## src/rtl/swlc_pkg.sv

```systemverilog
// ----------------------------------------------------------------------------
// swlc_pkg
// Shared types and codes for the stop-and-wait link controller.
// ----------------------------------------------------------------------------
package swlc_pkg;

  localparam int COUNT_WIDTH_DEF = 8;
  localparam int LIMIT_W         = 8;
  localparam int CFG_DATA_W      = 8;
  localparam int CFG_ADDR_W      = 2;

  // register indexes
  localparam logic [CFG_ADDR_W-1:0] REG_ROLE         = 2'd0;
  localparam logic [CFG_ADDR_W-1:0] REG_TIME_LIMIT   = 2'd1;
  localparam logic [CFG_ADDR_W-1:0] REG_ANSWER_LIMIT = 2'd2;
  localparam logic [CFG_ADDR_W-1:0] REG_ASSUME_OK    = 2'd3;

  localparam logic [LIMIT_W-1:0] TIME_LIMIT_RST   = 8'd3;
  localparam logic [LIMIT_W-1:0] ANSWER_LIMIT_RST = 8'd3;

  // opcodes
  localparam logic [3:0] OP_OPEN     = 4'd0;
  localparam logic [3:0] OP_CLOSE    = 4'd1;
  localparam logic [3:0] OP_WRITE    = 4'd2;
  localparam logic [3:0] OP_READ     = 4'd3;
  localparam logic [3:0] OP_WR_OK    = 4'd4;
  localparam logic [3:0] OP_WR_FAIL  = 4'd5;
  localparam logic [3:0] OP_FRM_OK   = 4'd6;
  localparam logic [3:0] OP_FRM_BAD  = 4'd7;
  localparam logic [3:0] OP_TIMEOUT  = 4'd8;

  // received frame kinds
  localparam logic [2:0] RX_SET  = 3'd0;
  localparam logic [2:0] RX_UA   = 3'd1;
  localparam logic [2:0] RX_DISC = 3'd2;
  localparam logic [2:0] RX_I    = 3'd3;
  localparam logic [2:0] RX_RR   = 3'd4;
  localparam logic [2:0] RX_REJ  = 3'd5;

  // frames to send
  localparam logic [2:0] TX_NONE = 3'd0;
  localparam logic [2:0] TX_SET  = 3'd1;
  localparam logic [2:0] TX_UA   = 3'd2;
  localparam logic [2:0] TX_DISC = 3'd3;
  localparam logic [2:0] TX_I    = 3'd4;
  localparam logic [2:0] TX_RR   = 3'd5;
  localparam logic [2:0] TX_REJ  = 3'd6;

  // completion status
  localparam logic [1:0] ST_OK     = 2'd0;
  localparam logic [1:0] ST_TIME   = 2'd1;
  localparam logic [1:0] ST_ANSWER = 2'd2;

  typedef enum logic [11:0] {
    PH_IDLE    = 12'b0000_0000_0001,
    PH_OT_WR   = 12'b0000_0000_0010,
    PH_OT_RD   = 12'b0000_0000_0100,
    PH_OR_RD   = 12'b0000_0000_1000,
    PH_CT_WR   = 12'b0000_0001_0000,
    PH_CT_RD   = 12'b0000_0010_0000,
    PH_CR_DISC = 12'b0000_0100_0000,
    PH_CR_WR   = 12'b0000_1000_0000,
    PH_CR_ANS  = 12'b0001_0000_0000,
    PH_W_WR    = 12'b0010_0000_0000,
    PH_W_RD    = 12'b0100_0000_0000,
    PH_R_RD    = 12'b1000_0000_0000
  } phase_t;

  typedef struct packed {
    logic [3:0] opcode;
    logic [2:0] frame_kind;
    logic       frame_seq;
  } item_t;

  typedef struct packed {
    logic [2:0] send_kind;
    logic       send_seq;
    logic       await_write;
    logic       done_res;
    logic [1:0] status;
    logic       delivered;
  } result_t;

  typedef struct packed {
    logic               role;
    logic [LIMIT_W-1:0] time_limit;
    logic [LIMIT_W-1:0] answer_limit;
    logic               assume_ok;
  } cfg_t;

  typedef struct packed {
    phase_t phase;
    logic   testing_peer;
    logic   tx_sequence;
    logic   rx_sequence;
  } ctrl_t;

endpackage

```

## src/rtl/swlc_stream_if.sv

```systemverilog
// ----------------------------------------------------------------------------
// swlc_stream_if
// Valid/ready channel carrying one payload per transaction.
// ----------------------------------------------------------------------------
interface swlc_stream_if #(
  parameter type T = logic
);
  logic valid;
  logic ready;
  T     data;

  modport source (output valid, output data, input ready);
  modport sink (input valid, input data, output ready);
endinterface

```

## src/rtl/swlc_core.sv

```systemverilog
// ----------------------------------------------------------------------------
// swlc_core
// Next-state and result logic for one event of the link controller.
// ----------------------------------------------------------------------------
module swlc_core #(
  parameter int COUNT_WIDTH = swlc_pkg::COUNT_WIDTH_DEF
) (
  input  swlc_pkg::cfg_t          cfg,
  input  swlc_pkg::item_t         item,
  input  swlc_pkg::ctrl_t         ctrl,
  input  logic [COUNT_WIDTH-1:0]  timeout_count,
  input  logic [COUNT_WIDTH-1:0]  bad_answer_count,
  output swlc_pkg::ctrl_t         ctrl_next,
  output logic [COUNT_WIDTH-1:0]  timeout_count_next,
  output logic [COUNT_WIDTH-1:0]  bad_answer_count_next,
  output logic                    emit,
  output swlc_pkg::result_t       res
);
  import swlc_pkg::*;

  localparam int CMP_W = (COUNT_WIDTH > LIMIT_W) ? COUNT_WIDTH : LIMIT_W;
  localparam logic [COUNT_WIDTH-1:0] CMAX = {COUNT_WIDTH{1'b1}};

  function automatic logic [1:0] limits(input logic [COUNT_WIDTH-1:0] t,
                                        input logic [COUNT_WIDTH-1:0] b,
                                        input logic [LIMIT_W-1:0] tl,
                                        input logic [LIMIT_W-1:0] al);
    logic [1:0] s;
    s = ST_OK;
    if (CMP_W'(t) >= CMP_W'(tl)) begin
      s = ST_TIME;
    end else if (CMP_W'(b) >= CMP_W'(al)) begin
      s = ST_ANSWER;
    end
    return s;
  endfunction

  logic [COUNT_WIDTH-1:0] tc_inc;
  logic [COUNT_WIDTH-1:0] bc_inc;
  logic [1:0]             st_time;
  logic [1:0]             st_ans;
  logic [1:0]             st_zero;
  logic                   fok;
  logic                   finv;
  logic                   ftmo;
  logic                   wok;
  logic                   wfail;
  logic                   is_cmd;

  assign tc_inc  = (timeout_count == CMAX) ? timeout_count : timeout_count + 1'b1;
  assign bc_inc  = (bad_answer_count == CMAX) ? bad_answer_count : bad_answer_count + 1'b1;
  assign st_time = limits(tc_inc, bad_answer_count, cfg.time_limit, cfg.answer_limit);
  assign st_ans  = limits(timeout_count, bc_inc, cfg.time_limit, cfg.answer_limit);
  assign st_zero = limits('0, '0, cfg.time_limit, cfg.answer_limit);
  assign is_cmd  = (item.opcode <= OP_READ);
  assign wok     = (item.opcode == OP_WR_OK);
  assign wfail   = (item.opcode == OP_WR_FAIL);
  assign fok     = (item.opcode == OP_FRM_OK);
  assign finv    = (item.opcode == OP_FRM_BAD);
  assign ftmo    = (item.opcode == OP_TIMEOUT);

  logic       do_cont;
  logic       do_fin;
  logic [1:0] c_st;
  logic [2:0] c_kind;
  logic       c_seq;
  phase_t     c_ph;
  logic [2:0] f_kind;
  logic       f_seq;
  logic [1:0] f_st;
  logic       f_dl;

  always_comb begin
    ctrl_next             = ctrl;
    timeout_count_next    = timeout_count;
    bad_answer_count_next = bad_answer_count;
    emit                  = 1'b0;
    res                   = '0;
    do_cont = 1'b0;
    do_fin  = 1'b0;
    c_st    = ST_OK;
    c_kind  = TX_NONE;
    c_seq   = 1'b0;
    c_ph    = ctrl.phase;
    f_kind  = TX_NONE;
    f_seq   = 1'b0;
    f_st    = ST_OK;
    f_dl    = 1'b0;

    if (ctrl.phase == PH_IDLE) begin
      if (is_cmd) begin
        timeout_count_next    = '0;
        bad_answer_count_next = '0;
        ctrl_next.testing_peer = 1'b0;
        do_cont = 1'b1;
        c_st    = st_zero;
        case (item.opcode)
          OP_OPEN: begin
            c_kind = cfg.role ? TX_NONE : TX_SET;
            c_ph   = cfg.role ? PH_OR_RD : PH_OT_WR;
          end
          OP_CLOSE: begin
            c_kind = cfg.role ? TX_NONE : TX_DISC;
            c_ph   = cfg.role ? PH_CR_DISC : PH_CT_WR;
          end
          OP_WRITE: begin
            c_kind = TX_I;
            c_seq  = ctrl.tx_sequence;
            c_ph   = PH_W_WR;
          end
          default: begin
            c_ph = PH_R_RD;
          end
        endcase
      end
    end else if (!is_cmd) begin
      case (ctrl.phase)
        PH_OT_WR, PH_CT_WR, PH_W_WR: begin
          if (wok) begin
            case (ctrl.phase)
              PH_OT_WR: ctrl_next.phase = PH_OT_RD;
              PH_CT_WR: ctrl_next.phase = PH_CT_RD;
              default:  ctrl_next.phase = PH_W_RD;
            endcase
          end else if (wfail) begin
            timeout_count_next = tc_inc;
            do_cont = 1'b1;
            c_st    = st_time;
            c_ph    = ctrl.phase;
            case (ctrl.phase)
              PH_OT_WR: c_kind = TX_SET;
              PH_CT_WR: c_kind = TX_DISC;
              default: begin
                c_kind = TX_I;
                c_seq  = ctrl.tx_sequence;
              end
            endcase
          end
        end
        PH_OT_RD: begin
          if (fok && item.frame_kind == RX_UA) begin
            do_fin = 1'b1;
          end else if (fok || finv) begin
            if (cfg.assume_ok) begin
              do_fin = 1'b1;
            end else begin
              bad_answer_count_next = bc_inc;
              do_cont = 1'b1;
              c_st    = st_ans;
              c_kind  = TX_SET;
              c_ph    = PH_OT_WR;
            end
          end else if (ftmo) begin
            timeout_count_next = tc_inc;
            do_cont = 1'b1;
            c_st    = st_time;
            c_kind  = TX_SET;
            c_ph    = PH_OT_WR;
          end
        end
        PH_CT_RD: begin
          if (fok && item.frame_kind == RX_DISC) begin
            do_fin = 1'b1;
            f_kind = TX_UA;
          end else if (fok || finv) begin
            bad_answer_count_next = bc_inc;
            do_cont = 1'b1;
            c_st    = st_ans;
            c_kind  = TX_DISC;
            c_ph    = PH_CT_WR;
          end else if (ftmo) begin
            timeout_count_next = tc_inc;
            do_cont = 1'b1;
            c_st    = st_time;
            c_kind  = TX_DISC;
            c_ph    = PH_CT_WR;
          end
        end
        PH_W_RD: begin
          if (fok && (item.frame_kind == RX_RR || item.frame_kind == RX_REJ) &&
              item.frame_seq == !ctrl.tx_sequence) begin
            ctrl_next.tx_sequence = !ctrl.tx_sequence;
            do_fin = 1'b1;
          end else if (fok || finv) begin
            bad_answer_count_next = bc_inc;
            do_cont = 1'b1;
            c_st    = st_ans;
            c_kind  = TX_I;
            c_seq   = ctrl.tx_sequence;
            c_ph    = PH_W_WR;
          end else if (ftmo) begin
            timeout_count_next = tc_inc;
            do_cont = 1'b1;
            c_st    = st_time;
            c_kind  = TX_I;
            c_seq   = ctrl.tx_sequence;
            c_ph    = PH_W_WR;
          end
        end
        PH_OR_RD: begin
          if (fok && item.frame_kind == RX_SET) begin
            do_fin = 1'b1;
            f_kind = TX_UA;
          end else if (fok || finv) begin
            bad_answer_count_next = bc_inc;
            do_cont = 1'b1;
            c_st    = st_ans;
            c_ph    = PH_OR_RD;
          end else if (ftmo) begin
            timeout_count_next = tc_inc;
            do_cont = 1'b1;
            c_st    = st_time;
            c_ph    = PH_OR_RD;
          end
        end
        PH_R_RD: begin
          if (fok && item.frame_kind == RX_I) begin
            if (item.frame_seq == ctrl.rx_sequence) begin
              ctrl_next.rx_sequence = !ctrl.rx_sequence;
              do_fin = 1'b1;
              f_kind = TX_RR;
              f_seq  = !ctrl.rx_sequence;
              f_dl   = 1'b1;
            end else begin
              bad_answer_count_next = bc_inc;
              if (st_ans != ST_OK) begin
                do_fin = 1'b1;
                f_kind = TX_RR;
                f_seq  = ctrl.rx_sequence;
                f_st   = st_ans;
              end else begin
                emit          = 1'b1;
                res.send_kind = TX_RR;
                res.send_seq  = ctrl.rx_sequence;
              end
            end
          end else if (finv) begin
            bad_answer_count_next = bc_inc;
            if (st_ans != ST_OK) begin
              do_fin = 1'b1;
              f_kind = TX_REJ;
              f_seq  = ctrl.rx_sequence;
              f_st   = st_ans;
            end else begin
              emit          = 1'b1;
              res.send_kind = TX_REJ;
              res.send_seq  = ctrl.rx_sequence;
            end
          end else if (ftmo) begin
            timeout_count_next = tc_inc;
            do_cont = 1'b1;
            c_st    = st_time;
            c_ph    = PH_R_RD;
          end
        end
        PH_CR_DISC: begin
          if (fok && item.frame_kind == RX_DISC) begin
            do_cont = 1'b1;
            c_kind  = TX_DISC;
            c_ph    = PH_CR_WR;
          end else if (fok || finv) begin
            bad_answer_count_next = bc_inc;
            do_cont = 1'b1;
            c_st    = st_ans;
            c_ph    = PH_CR_DISC;
          end else if (ftmo) begin
            timeout_count_next = tc_inc;
            do_cont = 1'b1;
            c_st    = st_time;
            c_ph    = PH_CR_DISC;
          end
        end
        PH_CR_WR: begin
          if (wok) begin
            ctrl_next.phase = PH_CR_ANS;
          end else if (wfail) begin
            if (ctrl.testing_peer) begin
              do_fin = 1'b1;
            end else begin
              timeout_count_next = tc_inc;
              do_cont = 1'b1;
              c_st    = st_time;
              c_ph    = PH_CR_DISC;
            end
          end
        end
        PH_CR_ANS: begin
          if (fok && item.frame_kind == RX_UA) begin
            do_fin = 1'b1;
          end else if (fok && item.frame_kind == RX_DISC) begin
            do_cont = 1'b1;
            c_kind  = TX_DISC;
            c_ph    = PH_CR_WR;
          end else if (fok || finv) begin
            if (cfg.assume_ok) begin
              ctrl_next.testing_peer = !ctrl.testing_peer;
              do_cont = 1'b1;
              c_kind  = TX_DISC;
              c_ph    = PH_CR_WR;
            end else begin
              bad_answer_count_next = bc_inc;
              do_cont = 1'b1;
              c_st    = st_ans;
              c_ph    = PH_CR_DISC;
            end
          end else if (ftmo) begin
            if (ctrl.testing_peer) begin
              do_fin = 1'b1;
            end else begin
              timeout_count_next = tc_inc;
              do_cont = 1'b1;
              c_st    = st_time;
              c_ph    = PH_CR_DISC;
            end
          end
        end
        default: begin
          ctrl_next.phase = PH_IDLE;
        end
      endcase
    end

    // continue after a count check, or fail
    if (do_cont) begin
      if (c_st != ST_OK) begin
        do_fin = 1'b1;
        f_st   = c_st;
      end else begin
        ctrl_next.phase = c_ph;
        if (c_kind != TX_NONE) begin
          emit            = 1'b1;
          res.send_kind   = c_kind;
          res.send_seq    = c_seq;
          res.await_write = 1'b1;
        end
      end
    end

    if (do_fin) begin
      ctrl_next.phase = PH_IDLE;
      emit            = 1'b1;
      res.send_kind   = f_kind;
      res.send_seq    = f_seq;
      res.await_write = 1'b0;
      res.done_res    = 1'b1;
      res.status      = f_st;
      res.delivered   = f_dl;
    end
  end

endmodule

```

## src/rtl/stop_wait_link_controller.sv

```systemverilog
// ----------------------------------------------------------------------------
// stop_wait_link_controller
// Stop-and-wait ARQ link controller: commands and link events in, frame
// requests and completion reports out.
// ----------------------------------------------------------------------------
//  channel | dir | payload                                       | notes
//  cmd     | in  | opcode, frame_kind, frame_seq                 | valid/ready
//  res     | out | send_kind, send_seq, await_write, done_res,   | valid/ready
//          |     | status, delivered                             | zero or one
//  cfg     | in  | cfg_we, cfg_addr, cfg_data                    | write only
//
//  One transaction per cycle unless the result register stalls; an event
//  passes the input register, then state update and result register.
//  Events that produce no result still pass through the input register.
//  A full result register that is not taken stalls the input register.
//  Reset is synchronous, clears control state and restores configuration defaults.
// ----------------------------------------------------------------------------
module stop_wait_link_controller #(
  parameter int COUNT_WIDTH = swlc_pkg::COUNT_WIDTH_DEF
) (
  input  logic                            clk,
  input  logic                            rst,
  input  logic                            cfg_we,
  input  logic [swlc_pkg::CFG_ADDR_W-1:0] cfg_addr,
  input  logic [swlc_pkg::CFG_DATA_W-1:0] cfg_data,
  swlc_stream_if.sink                     cmd,
  swlc_stream_if.source                   res
);
  import swlc_pkg::*;

  cfg_t                   cfg;
  ctrl_t                  ctrl;
  ctrl_t                  ctrl_next;
  logic [COUNT_WIDTH-1:0] timeout_count;
  logic [COUNT_WIDTH-1:0] timeout_count_next;
  logic [COUNT_WIDTH-1:0] bad_answer_count;
  logic [COUNT_WIDTH-1:0] bad_answer_count_next;

  logic    item_valid;
  item_t   item;
  logic    emit;
  result_t result_next;
  logic    res_valid;
  result_t res_data;
  logic    advance;

  assign advance   = item_valid && (!emit || !res_valid || res.ready);
  assign cmd.ready = !item_valid || advance;
  assign res.valid = res_valid;
  assign res.data  = res_data;

  always_ff @(posedge clk) begin
    if (rst) begin
      cfg.role         <= 1'b0;
      cfg.time_limit   <= TIME_LIMIT_RST;
      cfg.answer_limit <= ANSWER_LIMIT_RST;
      cfg.assume_ok    <= 1'b0;
    end else if (cfg_we) begin
      case (cfg_addr)
        REG_ROLE:         cfg.role         <= cfg_data[0];
        REG_TIME_LIMIT:   cfg.time_limit   <= cfg_data[LIMIT_W-1:0];
        REG_ANSWER_LIMIT: cfg.answer_limit <= cfg_data[LIMIT_W-1:0];
        REG_ASSUME_OK:    cfg.assume_ok    <= cfg_data[0];
        default: ;
      endcase
    end
  end

  always_ff @(posedge clk) begin
    if (rst) begin
      item_valid <= 1'b0;
    end else if (cmd.ready) begin
      item_valid <= cmd.valid;
    end
  end

  always_ff @(posedge clk) begin
    if (cmd.ready && cmd.valid) begin
      item <= cmd.data;
    end
  end

  swlc_core #(
    .COUNT_WIDTH (COUNT_WIDTH)
  ) u_core (
    .cfg                   (cfg),
    .item                  (item),
    .ctrl                  (ctrl),
    .timeout_count         (timeout_count),
    .bad_answer_count      (bad_answer_count),
    .ctrl_next             (ctrl_next),
    .timeout_count_next    (timeout_count_next),
    .bad_answer_count_next (bad_answer_count_next),
    .emit                  (emit),
    .res                   (result_next)
  );

  always_ff @(posedge clk) begin
    if (rst) begin
      ctrl.phase        <= PH_IDLE;
      ctrl.testing_peer <= 1'b0;
      ctrl.tx_sequence  <= 1'b0;
      ctrl.rx_sequence  <= 1'b0;
      timeout_count     <= '0;
      bad_answer_count  <= '0;
    end else if (advance) begin
      ctrl             <= ctrl_next;
      timeout_count    <= timeout_count_next;
      bad_answer_count <= bad_answer_count_next;
    end
  end

  always_ff @(posedge clk) begin
    if (rst) begin
      res_valid <= 1'b0;
    end else if (advance && emit) begin
      res_valid <= 1'b1;
    end else if (res.ready) begin
      res_valid <= 1'b0;
    end
  end

  always_ff @(posedge clk) begin
    if (advance && emit) begin
      res_data <= result_next;
    end
  end

endmodule
```

## src/flat_wrapper.sv

```systemverilog
// flat-port wrapper written by rule: the top's interface ports become plain ports
module stop_wait_link_controller_flat import swlc_pkg::*;
#(
  parameter int COUNT_WIDTH = swlc_pkg::COUNT_WIDTH_DEF
)
  (clk, rst, cfg_we, cfg_addr, cfg_data, cmd_valid, cmd_data, cmd_ready, res_valid, res_data, res_ready);
  swlc_stream_if cmd_i ();
  swlc_stream_if res_i ();
  input  logic clk;
  input  logic rst;
  input  logic cfg_we;
  input  logic [swlc_pkg::CFG_ADDR_W-1:0] cfg_addr;
  input  logic [swlc_pkg::CFG_DATA_W-1:0] cfg_data;
  input wire logic [$bits(cmd_i.valid)-1:0] cmd_valid;
  input wire logic [$bits(cmd_i.data)-1:0] cmd_data;
  output wire logic [$bits(cmd_i.ready)-1:0] cmd_ready;
  output wire logic [$bits(res_i.valid)-1:0] res_valid;
  output wire logic [$bits(res_i.data)-1:0] res_data;
  input wire logic [$bits(res_i.ready)-1:0] res_ready;
  assign cmd_i.valid = cmd_valid;
  assign cmd_i.data = cmd_data;
  assign cmd_ready = cmd_i.ready;
  assign res_valid = res_i.valid;
  assign res_data = res_i.data;
  assign res_i.ready = res_ready;
  stop_wait_link_controller #(.COUNT_WIDTH(COUNT_WIDTH)) u_core (.clk(clk), .rst(rst), .cfg_we(cfg_we), .cfg_addr(cfg_addr), .cfg_data(cfg_data), .cmd(cmd_i), .res(res_i));
endmodule
```

## config.mk

```make
export PLATFORM = sky130hd
export DESIGN_NAME = stop_wait_link_controller_flat
export DESIGN_NICKNAME = d
export VERILOG_FILES = /design/src/rtl/swlc_pkg.sv /design/src/rtl/swlc_stream_if.sv /design/src/rtl/swlc_core.sv /design/src/rtl/stop_wait_link_controller.sv /design/src/flat_wrapper.sv
export SDC_FILE = /design/constraint.sdc
export NUM_CORES = 1
export LEC_CHECK = 0
export ABC_AREA = 1
export BUFFER_PORTS_ARGS = -buffer_cell sky130_fd_sc_hd__buf_4
export CORE_UTILIZATION = 40
export CTS_CLUSTER_DIAMETER = 80
export CTS_CLUSTER_SIZE = 14
export DETAILED_ROUTE_END_ITERATION = 12
export MAX_ROUTING_LAYER = met4
export SETUP_SLACK_MARGIN = 0.4
export SYNTH_ARGS = -nofsm -noshare
export SYNTH_HDL_FRONTEND = slang
export SYNTH_SLANG_ARGS = --single-unit
```

## constraint.sdc

```tcl
create_clock -name clk -period 2.2 [get_ports clk]
set_clock_uncertainty 0.1 [all_clocks]
set_input_delay 0.33 -clock clk [delete_from_list [all_inputs] [get_ports clk]]
set_output_delay 0.33 -clock clk [all_outputs]
set_load 0.005 [all_outputs]
```

======== Word-level counts from Yosys, hierarchy flattened ========
Cells that the tools add are included.
word-level totals
  flip-flop bits (word level) ............. 31
  bits of input ports ..................... 16
  output and inout port bits .............. 3
  word-level logic and storage cells ...... 49
operators by class
  magnitude comparators ................... 2
  reduce and logical (&&, ||, !) cells .... 17
  equality and inequality tests ........... 5
  mux-type cells .......................... 19
operators with widths
  operator                                                           count
  2-to-1 mux 12 bit                                                  4
  greater-or-equal comparator 1 x 8 -> 1 bit (first input constant)  2
  equality test 12 x 1 -> 1 bit (second input constant)              1
  2-to-1 mux 1 bit                                                   11
  2-to-1 mux 2 bit                                                   3
  AND reduction 2 bit                                                3
  nonzero test 2 bit                                                 3
  2-to-1 mux 4 bit                                                   1
  inequality test 4 x 1 -> 1 bit (second input constant)             1
  AND reduction 4 bit                                                1
  logical NOT 1 bit                                                  3
  logical OR 1 bit                                                   3
  nonzero test 3 bit                                                 1
  equality test 2 x 1 -> 1 bit (second input constant)               1
  equality test 2 bit (second input constant)                        1
  logical AND 1 bit                                                  2
  logical NOT 2 bit                                                  1
  inequality test 2 bit (second input constant)                      1

======== Depth between registers and ports, before layout ========
  depth after elaboration ................. 14
  depth in mapped cells ................... 8
  depth with buffers taken out ............ 8

======== Cells and area by module ========
A second synthesis with hierarchy kept.
second synthesis, totals
  cells, all modules ...................... 1248
  area, all modules ....................... 6970.4 µm²
by module, submodules not included
  module                     instances  seq. area each (µm²)  cells an instance  area each (µm²)
  swlc_core                  1          0.0                   945                4698.3
  stop_wait_link_controller  1          1081.0                303                2272.2

======== Worst setup path after synthesis ========
No wires, ideal clock.
  path type ............................... reg-to-output
  start ................................... reg u_core.cfg[12] (netlist name)
  end ..................................... out cmd_ready
  stages on the path, launching flop included .. 7
  path buffers ............................ 0
  data required time ...................... 1770 ps
  slack ................................... 1008 ps
  arrival time ............................ 762 ps
  path through ............................ dfxtp_1 -> nor2_1 -> nand2_1 -> nor2_1 -> nor2_1 -> nand2_1 -> nand3_1
between the ends
  word-level cells in the longest chain between the ends .. 12
  elaborated cells between the ends (all ways) .. 14
  those cells by class .................... order compare (1); mux (7); reduce/logical (6)
ends and longest elaborated chain
  item                                          RTL line                         source
  greater-or-equal comparator 1 x 8 -> 1 bit *  swlc_core.sv:30                  if (CMP_W'(t) >= CMP_W'(tl)) begin
  2-to-1 mux 2 bit *                            swlc_core.sv:30
  2-to-1 mux 2 bit *                            swlc_core.sv:90                  if (ctrl.phase == PH_IDLE) begin
  nonzero test 2 bit *                          swlc_core.sv:325                 if (c_st != ST_OK) begin
  2-to-1 mux 1 bit                              swlc_core.sv:325
  2-to-1 mux 1 bit                              swlc_core.sv:324                 if (do_cont) begin
  2-to-1 mux 1 bit *                            swlc_core.sv:339                 if (do_fin) begin
  logical NOT 1 bit *                           stop_wait_link_controller.sv:47  assign advance = item_valid && (!emit || !res_valid || res.ready);
  logical OR 1 bit * (2 in a row)               stop_wait_link_controller.sv:47
  logical AND 1 bit *                           stop_wait_link_controller.sv:47
  logical OR 1 bit *                            stop_wait_link_controller.sv:48  assign cmd.ready = !item_valid || advance;
  end, declared                                 flat_wrapper.sv:16               output wire logic [$bits(cmd_i.ready)-1:0] cmd_ready;
Mark *: on every way between the ends. The rest lies on a longest branch, timed or not.

======== Worst setup path in the final report ========
  start ................................... reg u_core.cfg[3] (netlist name)
  end ..................................... out cmd_ready
between the ends
  word-level cells in the longest chain between the ends .. 13
  elaborated cells between the ends (all ways) .. 15
  those cells by class .................... order compare (1); mux (8); reduce/logical (6)
ends and longest elaborated chain
  item                                          RTL line                         source
  greater-or-equal comparator 1 x 8 -> 1 bit *  swlc_core.sv:32                  end else if (CMP_W'(b) >= CMP_W'(al)) begin
  2-to-1 mux 2 bit *                            swlc_core.sv:32
  2-to-1 mux 2 bit *                            swlc_core.sv:30
  2-to-1 mux 2 bit *                            swlc_core.sv:90
  nonzero test 2 bit *                          swlc_core.sv:325
  2-to-1 mux 1 bit                              swlc_core.sv:325
  2-to-1 mux 1 bit                              swlc_core.sv:324
  2-to-1 mux 1 bit *                            swlc_core.sv:339
  logical NOT 1 bit *                           stop_wait_link_controller.sv:47
  logical OR 1 bit * (2 in a row)               stop_wait_link_controller.sv:47
  logical AND 1 bit *                           stop_wait_link_controller.sv:47
  logical OR 1 bit *                            stop_wait_link_controller.sv:48
Marked as above.

==> results.py <==
metrics = {
    "finish": {
        "fill_cells": 205,
        "fin_util": 0.553,
        "syn_to_final_growth_pct": 24.6,
        "nNetsFinal": 166,
        "num_antenna_cells": 0,
        "drive_gt1_frac": 0.268,
    },
    "flow_run": {
        "cap_violations": 0,
    },
    "clock_tree": {
        "clockRootBuffer": "clkbuf_4",
        "clock-sinks": 22,
        "clk_pin_slew_ns": 0.11,
        "clk_latency_ns": 0.30,
        "cts_buffer_depth": 2,
        "cts_tree": "yes",
        "cts_made_buffers": 3,
        "htreeDepth": 1,
    },
    "synth": {
        "yosysUniqueCellTypes": 18,
        "ys_ff_latch": 22,
        "synth.net_count": 145,
        "ys_async_sr_fraction": 0,
        "avgSynthCellArea_um2": 7.09,
        "ys.flop_type": "dfxtp_1",
        "synth-xor-area-share": 0,
        "synth_top_family_by_area": "simple AND/OR/NAND/NOR gates",
        "yosys.area_share.simple": 0.341,
        "synth_area_um2": 915,
        "synth-edff-count": 0,
        "yosysTopAreaCell": "dfxtp_1",
        "synth_top_cell_area_share": 0.482,
        "synth_commonest_cells": "36 x nor2_1, 22 x dfxtp_1, 20 x nand2_1, 11 x inv_1, 10 x o21ai_0",
        "synthAdderAreaFrac": 0,
        "synthTopCellsByArea": "dfxtp_1 48%, nor2_1 15%, nand2_1 8.2%",
        "netlist_instances": 129,
        "ys_warn_count": 0,
        "synth_compound_area_frac": 0.0999,
        "synth_seq_area_share": 0.482,
        "synth_most_common_cell": "nor2_1",
        "synthMuxAreaShare": 0,
    },
    "placement": {
        "dpl.hpwl_um": 1330,
        "numPortBuffers": 16,
        "place_congestion": 0.760,
    },
    "global_routing": {
        "grt_pass1_wl_um": 3350,
        "grt_use_total": 0.185,
        "antenna_found_initial": 0,
        "grt_max_degree": 18,
        "grt_overflow": 0,
        "grt_pass1_vias": 806,
    },
    "power": {
        "p_per_area_mw_per_mm2": 661,
        "p_switching_mw": 0.185,
        "seqPwrFrac": 0.577,
        "ir_worst_vdd_mv": 0.409,
        "pwr-share-comb": 0.138,
        "p_leak_nw": 0.536,
        "p_sw_frac": 0.245,
        "p_int_mw": 0.569,
        "clkPwrFrac": 0.285,
    },
    "worst_setup_path": {
        "startpoint_type": "flip-flop",
        "worst-setup-path-type": "reg -> out",
        "cp-end-kind": "output pin",
        "cp_max_fo": 2,
        "crit_required_ns": 1.77,
        "critPathArrivalTime_ns": 1.31,
    },
    "sta": {
        "drv_slew": 0,
        "setup_tns_ns": 0,
        "final_hold_viol_count": 0,
        "setup_violations": 0,
        "rsz0062_at_grt": "yes",
        "post-route-period-util": 0.793,
        "min_period_ns": 1.74,
        "max_freq_mhz": 573,
    },
    "floorplanning": {
        "die_w_um": 49.8,
        "fp.coreArea_mm2": 0.00206,
        "dieHeight_um": 49.8,
        "dieArea_mm2": 0.00248,
        "rows": 16,
        "start_util": 0.444,
        "pin_count": 19,
    },
    "detailed_routing": {
        "ant_nets": 0,
        "wl_per_cell_um": 10.6,
        "drc": 0,
        "vias": 854,
        "initialDrtViolationCount": 22,
        "avgViaCountPerCell": 4.85,
        "firstDrtPassIters": 4,
        "drt-total-wl_um": 1870,
    },
    "worst_hold_path": {
        "hold_class": "in -> reg",
    },
    "outcome": {
        "status": "finished, final reports clean",
    },
}
[cells by family after synthesis]
logic type,Yosys count
other,1
AOI/OAI and AO/OA,18
buffers and inverters,17
and+or+nand+nor,71
DFF,22
[state kept, by name (all words and copies together), names as in the netlist]
signal,count
u_core.res.valid,1
u_core.ctrl,3
u_core.cfg,17
u_core.item_valid,1
[metrics by stage]
stage               std cells  instance area (µm²)  power [mW]  hold WS [ns]  setup WS, ns
detailed placement        170                 1060       0.536         0.346         0.775
global placement          170                 1060       0.533         0.340         0.776
CTS                       174                 1090       0.753         0.107         0.425
global route              176                 1140       0.803        0.0987         0.309
finish                    176                 1140       0.753         0.120         0.455
floorplan                 129                  915       0.496         0.299          1.01
[area by class of cell]
cell class	count	area (µm²)	share of cell area
repair buffers	18	135	0.119
flip-flops and latches	22	444	0.390
well taps	27	33.8	0.0296
multi-input cells	90	434	0.381
clock buffers	4	36.3	0.0318
inverters	15	56.3	0.0494
[metal layers]
metal  share of wire  vias up  global-route usage
met4          0.0048        0              0.0429
met3           0.040        2              0.0648
li1                -      448                   -
met5               0        -                   -
met2            0.48       19               0.286
met1            0.48      385               0.231
[what timing repair did]
item / in CTS / in global routing
buffers inserted: 0 / 2
setup endpoints to repair: 0 / 1
hold buffers: 0 / 0
gates resized for setup: 0 / 12
hold endpoints to repair: 0 / 0
[worst max-delay path, cell delays in order (launching register included)]
cell and delay, ns:
dfxtp_1 0.32, nor2_1 0.12, nand2_1 0.08, nor2_1 0.11
nor2_1 0.06, nand2_1 0.09, nand3_2 0.08, buf_4 0.15
[power groups by stage]
stage               Sequential, mW  Combinational [mW]  Clock [mW]
floorplan                    0.437              0.0583           0
global placement             0.439              0.0942           0
detailed placement           0.440              0.0964           0
CTS                          0.431              0.0968       0.225
global route                 0.437               0.120       0.246
finish                       0.434               0.104       0.215
[path summary, 6_finish.rpt]
path | from | end | slack [ns] | depth (start not counted)
max reg2reg | u_core.cfg[13] | u_core.ctrl[4] | 0.94 | 8
max | u_core.cfg[3] | cmd_ready | 0.46 | 7
min reg2reg | u_core.ctrl[4] | u_core.ctrl[4] | 0.37 | 2
min | rst | u_core.ctrl[4] | 0.12 | 2
[cells in the final DEF, fill, tap and decap left out, types with 3 or more instances in the layout]
cell / n
nand3_1: 8
buf_4: 18
a21oi_1: 5
nand2_1: 20
clkbuf_4: 3
dfxtp_1: 19
nor2_1: 29
inv_2: 4
dfxtp_2: 3
inv_1: 11
o21ai_0: 10
nor2_2: 7
(Power assumes the default switching activity.)
